==> config.mk <==
export PLATFORM = sky130hd
export DESIGN_NAME = cts_mod_cell
export DESIGN_NICKNAME = d
export VERILOG_FILES = /design/src/rtl/cts_pkg.sv /design/src/rtl/cts_mod_cell.sv
export SDC_FILE = /design/constraint.sdc
export NUM_CORES = 1
export LEC_CHECK = 0
export ABC_CLOCK_PERIOD_IN_PS = 3050
export BUFFER_PORTS_ARGS = -buffer_cell sky130_fd_sc_hd__buf_4
export CAP_MARGIN = 20
export CORE_MARGIN = 1.5
export CORE_UTILIZATION = 50
export DETAILED_ROUTE_END_ITERATION = 7
export PLACE_DENSITY = 0.81
export SLEW_MARGIN = 0
export SYNTH_ARGS = -nofsm -noshare
export SYNTH_HDL_FRONTEND = slang
export SYNTH_SLANG_ARGS = --single-unit
export TNS_END_PERCENT = 10
==> constraint.sdc <==
create_clock -name i_clk -period 3.05 [get_ports i_clk]
set_input_delay 0.1525 -clock i_clk [delete_from_list [all_inputs] [get_ports i_clk]]
set_output_delay 0.1525 -clock i_clk [all_outputs]
set_load 0.05 [all_outputs]
==> src/rtl/cts_pkg.sv <==
package cts_pkg;

    // Series magnitudes are unsigned with 8 integer and 56 fraction bits.
    localparam int unsigned IFB = 56;

    // The magnitude of the angle is shifted left by this before reduction.
    localparam int unsigned GUARD_SHIFT = 28;

    // Two pi with 60 fraction bits.
    localparam logic [63:0] TWO_PI_Q60 = 64'h6487_ED51_10B4_611A;

    typedef logic [63:0] t_word;

endpackage

==> src/rtl/cts_mod_cell.sv <==
module cts_mod_cell #(
    parameter logic [63:0] MODULUS = 64'd1
) (
    input  logic             i_clk,
    input  logic             i_rst_n,
    input  logic             i_en,
    input  logic             i_valid,
    input  cts_pkg::t_word   i_value,
    output logic             o_valid,
    output cts_pkg::t_word   o_value
);

    logic           r_valid;
    cts_pkg::t_word r_value;

    always_ff @(posedge i_clk) begin
        if (!i_rst_n) begin
            r_valid <= 1'b0;
        end else if (i_en) begin
            r_valid <= i_valid;
        end
    end

    // One restoring step of the reduction: subtract the shifted modulus if it fits.
    always_ff @(posedge i_clk) begin
        if (i_en) begin
            if (i_value >= MODULUS) begin
                r_value <= i_value - MODULUS;
            end else begin
                r_value <= i_value;
            end
        end
    end

    assign o_valid = r_valid;
    assign o_value = r_value;

endmodule

==> flow_metrics.py <==
metrics = {
    "worst_hold_path": {
        "holdPathEnd": "o_valid",
        "hold_start": "i_rst_n",
        "holdPathStages": 2,
        "hold_class": "in -> reg",
    },
    "global_route": {
        "grt_max_degree": 66,
        "antenna_found_initial": 0,
        "grt_pass1_wl_um": 14300,
        "grt_use_total_pct": 25.4,
        "grt_pass1_vias": 2943,
        "gr-total-overflow": 0,
    },
    "power": {
        "leakage_nw": 1.83,
        "comb_power_share_pct": 23.1,
        "clkPwrFrac_pct": 32.2,
        "ir_drop_mv": 0.235,
        "power_density_nw_per_um2": 495,
        "seq_power_share_pct": 44.7,
        "switching_share_pct": 29.9,
        "p_switching_mw": 0.724,
        "power.internal_mw": 1.70,
    },
    "timing": {
        "hold_violations": 0,
        "fin_crit_sh_pct": 83.7,
        "max_freq_mhz": 392,
        "slew_viol_final": 0,
        "setup_violations": 0,
        "period_needed_ns": 2.55,
        "tightest_slew_ns": 0.889,
        "tns_ns": 0,
        "rsz0062_at_grt": "no",
        "fin_skew_ns": 0,
        "hold-worst-slack_ns": 0.0213,
        "relSlewSlack_pct": 40.3,
    },
    "critical_path": {
        "worstPathMaxFanout": 12,
        "slowest_stage": "a311oi_1",
        "crit_required_ns": 3.15,
        "r2r_setup_slack_ns": 2.46,
        "crit_path_max_incr_delay_ns": 0.75,
        "regToRegStartpoint": "o_valid",
        "start_kind": "input port",
        "worst-r2r-cell-count": 2,
        "crit_chain": "buf_4, nor4_1, nand3_1, a311oi_1, nand3_1, nand4_1, xnor2_1",
        "end_kind": "flop",
        "path_delay_family": "simple AND/OR/NAND/NOR gates",
        "critPathArrivalTime_ns": 2.65,
        "rr_endpoint": "o_valid",
        "worstSetupPathType": "in -> reg",
        "cpMostUsedCell": "nand3_1",
        "cp_num_buf_inv": 1,
    },
    "drt": {
        "antenna_left": 0,
        "wl_per_cell_um": 17.3,
        "route.detailed.drc": 0,
        "vias": 3181,
        "drt-vias-per-instance": 5.76,
        "drtPass1Iterations": 6,
        "drtIter0Drc": 245,
        "routed_wl_um": 9560,
    },
    "clock_network": {
        "cts_sinks": 65,
        "clkLatencyLatePin_ns": 0.34,
        "cts-htree-levels": 3,
        "cts_made_buffers": 9,
        "clockBufferDepth": 2,
        "path_clk_slew_ns": 0.07,
        "cts_tree": "done",
        "cts_resized": 0,
        "cts-root-buf": "clkbuf_8",
        "post-cts-setup-buffer-count": 0,
        "hold_buffers": 0,
    },
    "yosys": {
        "syn_inst": 307,
        "yosysWarnings": 0,
        "synth.yosys.seq_area_share_pct": 54.7,
        "ys.flop_type": "edfxtp_1",
        "yosys.area_share.adder_pct": 0.705,
        "synth_seq_cells": 65,
        "synth_area_um2": 3550,
        "synth_xor_xnor_area_share_pct": 13.8,
        "synthArstFlopShare_pct": 0,
        "synth_top_family_by_area": "simple AND/OR/NAND/NOR gates",
        "synth_compound_area_share_pct": 3.91,
        "synth-simple-area-share_pct": 25.1,
        "synth-edff-count": 64,
        "synth.distinct_cells": 45,
        "synthesis.nets": 377,
        "postSynthAreaPerCell_um2": 11.6,
        "synthMuxAreaShare_pct": 0.599,
    },
    "final_layout": {
        "fillers": 499,
        "fin_nets": 521,
        "finalInstanceArea_um2": 4900,
        "syn_to_final_growth_pct": 37.9,
        "diodes": 0,
        "drive_above_1_share_pct": 35.7,
    },
    "status": {
        "status": "finished, final reports clean",
    },
    "floorplan": {
        "die-area_um2": 7620,
        "ioPinCount": 133,
        "die_w_um": 87.3,
        "initial_core_util_pct": 52.0,
        "rows": 30,
        "die_y_um": 87.3,
        "coreArea_um2": 6830,
    },
    "placement": {
        "gp_congestion": 0.990,
        "placed_cell_area_um2": 4690,
        "hpwl_um": 7170,
        "io_buffers": 132,
    },
    "job": {
        "max_cap_viol_count": 0,
    },
}
==> per-stage QoR <==
step / setup WS, ns / power, mW / util (%) / std cells
6_report: 0.499 / 2.42 / 71.7 / 552
5_1_grt: 0.145 / 2.50 / 71.7 / 552
3_5_place_dp: 0.222 / 1.66 / 68.6 / 536
3_3_place_gp: 0.374 / 1.65 / 68.6 / 536
2_1_floorplan: 0.737 / 1.42 / - / 307
4_1_cts: 0.617 / 2.44 / 71.7 / 552
==> cell usage after synthesis, types with 3 or more instances <==
library cell | n | area, um^2
nor2_1 | 24 | 90.1
nand4b_1 | 3 | 26.3
o21ai_0 | 5 | 25.0
clkbuf_1 | 4 | 15.0
nor3_1 | 19 | 95.1
edfxtp_1 | 64 | 1920
xor2_1 | 15 | 131
nand4_1 | 10 | 62.6
o31ai_1 | 3 | 22.5
a21oi_1 | 3 | 15.0
nand3_1 | 19 | 95.1
nor4_1 | 16 | 100
nand2_1 | 19 | 71.3
xnor2_1 | 41 | 359
or4_1 | 5 | 37.5
nand2b_1 | 3 | 18.8
or3_1 | 15 | 93.8
==> area by class of cell <==
| cell class | instances | area [um^2] | area share (%) |
|---|---|---|---|
| Multi-Input combinational cell | 233 | 1570 | 32.0 |
| Clock inverter | 6 | 82.6 | 1.69 |
| Inverter | 2 | 7.51 | 0.153 |
| Timing Repair Buffer | 140 | 1050 | 21.5 |
| Sequential cell | 65 | 1940 | 39.7 |
| Clock buffer | 10 | 128 | 2.61 |
| Tap cell | 96 | 120 | 2.45 |
==> sequential cells by signal, summed over array words and instances (netlist names) <==
signal   flops
o_value     64
o_valid      1
==> routing by layer <==
layer  global-route usage (%)  up-vias  share of wire, %
li1                         -     1470                 -
met1                     31.5     1452                39
met5                        0        -                 0
met2                     41.4      215                50
met3                     5.31       44               8.1
met4                     14.0        0               3.2
==> placed cells by master, fill, tap and decap left out, drive strengths merged, types with 2 or more instances in the layout <==
cell     instances
and3             2
a21oi            3
or4              7
nor3            21
bufinv           2
nor2            24
o2bb2ai          2
nand4           10
xor2            15
buf            140
nand3           19
xnor2           41
nand3b           2
nand4b           3
or3             15
edfxtp          64
nor4            19
clkinv           3
and4             2
clkbuf          10
nand2           19
o31ai            3
nand2b           3
o21ai            6
inv              2
ha               2
and2             2
==> power by group through the flow <==
stage,clock network [mW],logic [mW],registers (mW)
after floorplan,0,0.0662,1.35
after global placement,0,0.553,1.10
after detailed placement,0,0.560,1.10
after CTS,0.791,0.561,1.08
after global routing,0.824,0.583,1.09
final,0.781,0.560,1.08
==> logic make-up (layout without fill, tap and decap cells) <==
logic type | after synthesis | count (layout)
adder cells (fa/ha/maj) | 2 | 2
AND/OR/NAND/NOR | 153 | 153
buffers and inverters | 9 | 158
multiplexers | 2 | 2
flip-flops | 65 | 65
AO/OA/AOI/OAI | 20 | 20
XOR/XNOR | 56 | 56
==> worst max path at each step <==
stage                            from  depth (start not counted)          end  slack [ns]
after global routing      i_value[54]                          7  o_value[20]        0.14
final                     i_value[54]                          7  o_value[20]        0.50
after detailed placement  i_value[54]                          7   o_value[6]        0.22
after CTS                 i_value[54]                          7  o_value[14]        0.62
after global placement    i_value[54]                          7  o_value[29]        0.37
after floorplan            i_value[4]                          6  o_value[37]        0.74
Power figures use the tool's default switching activity.
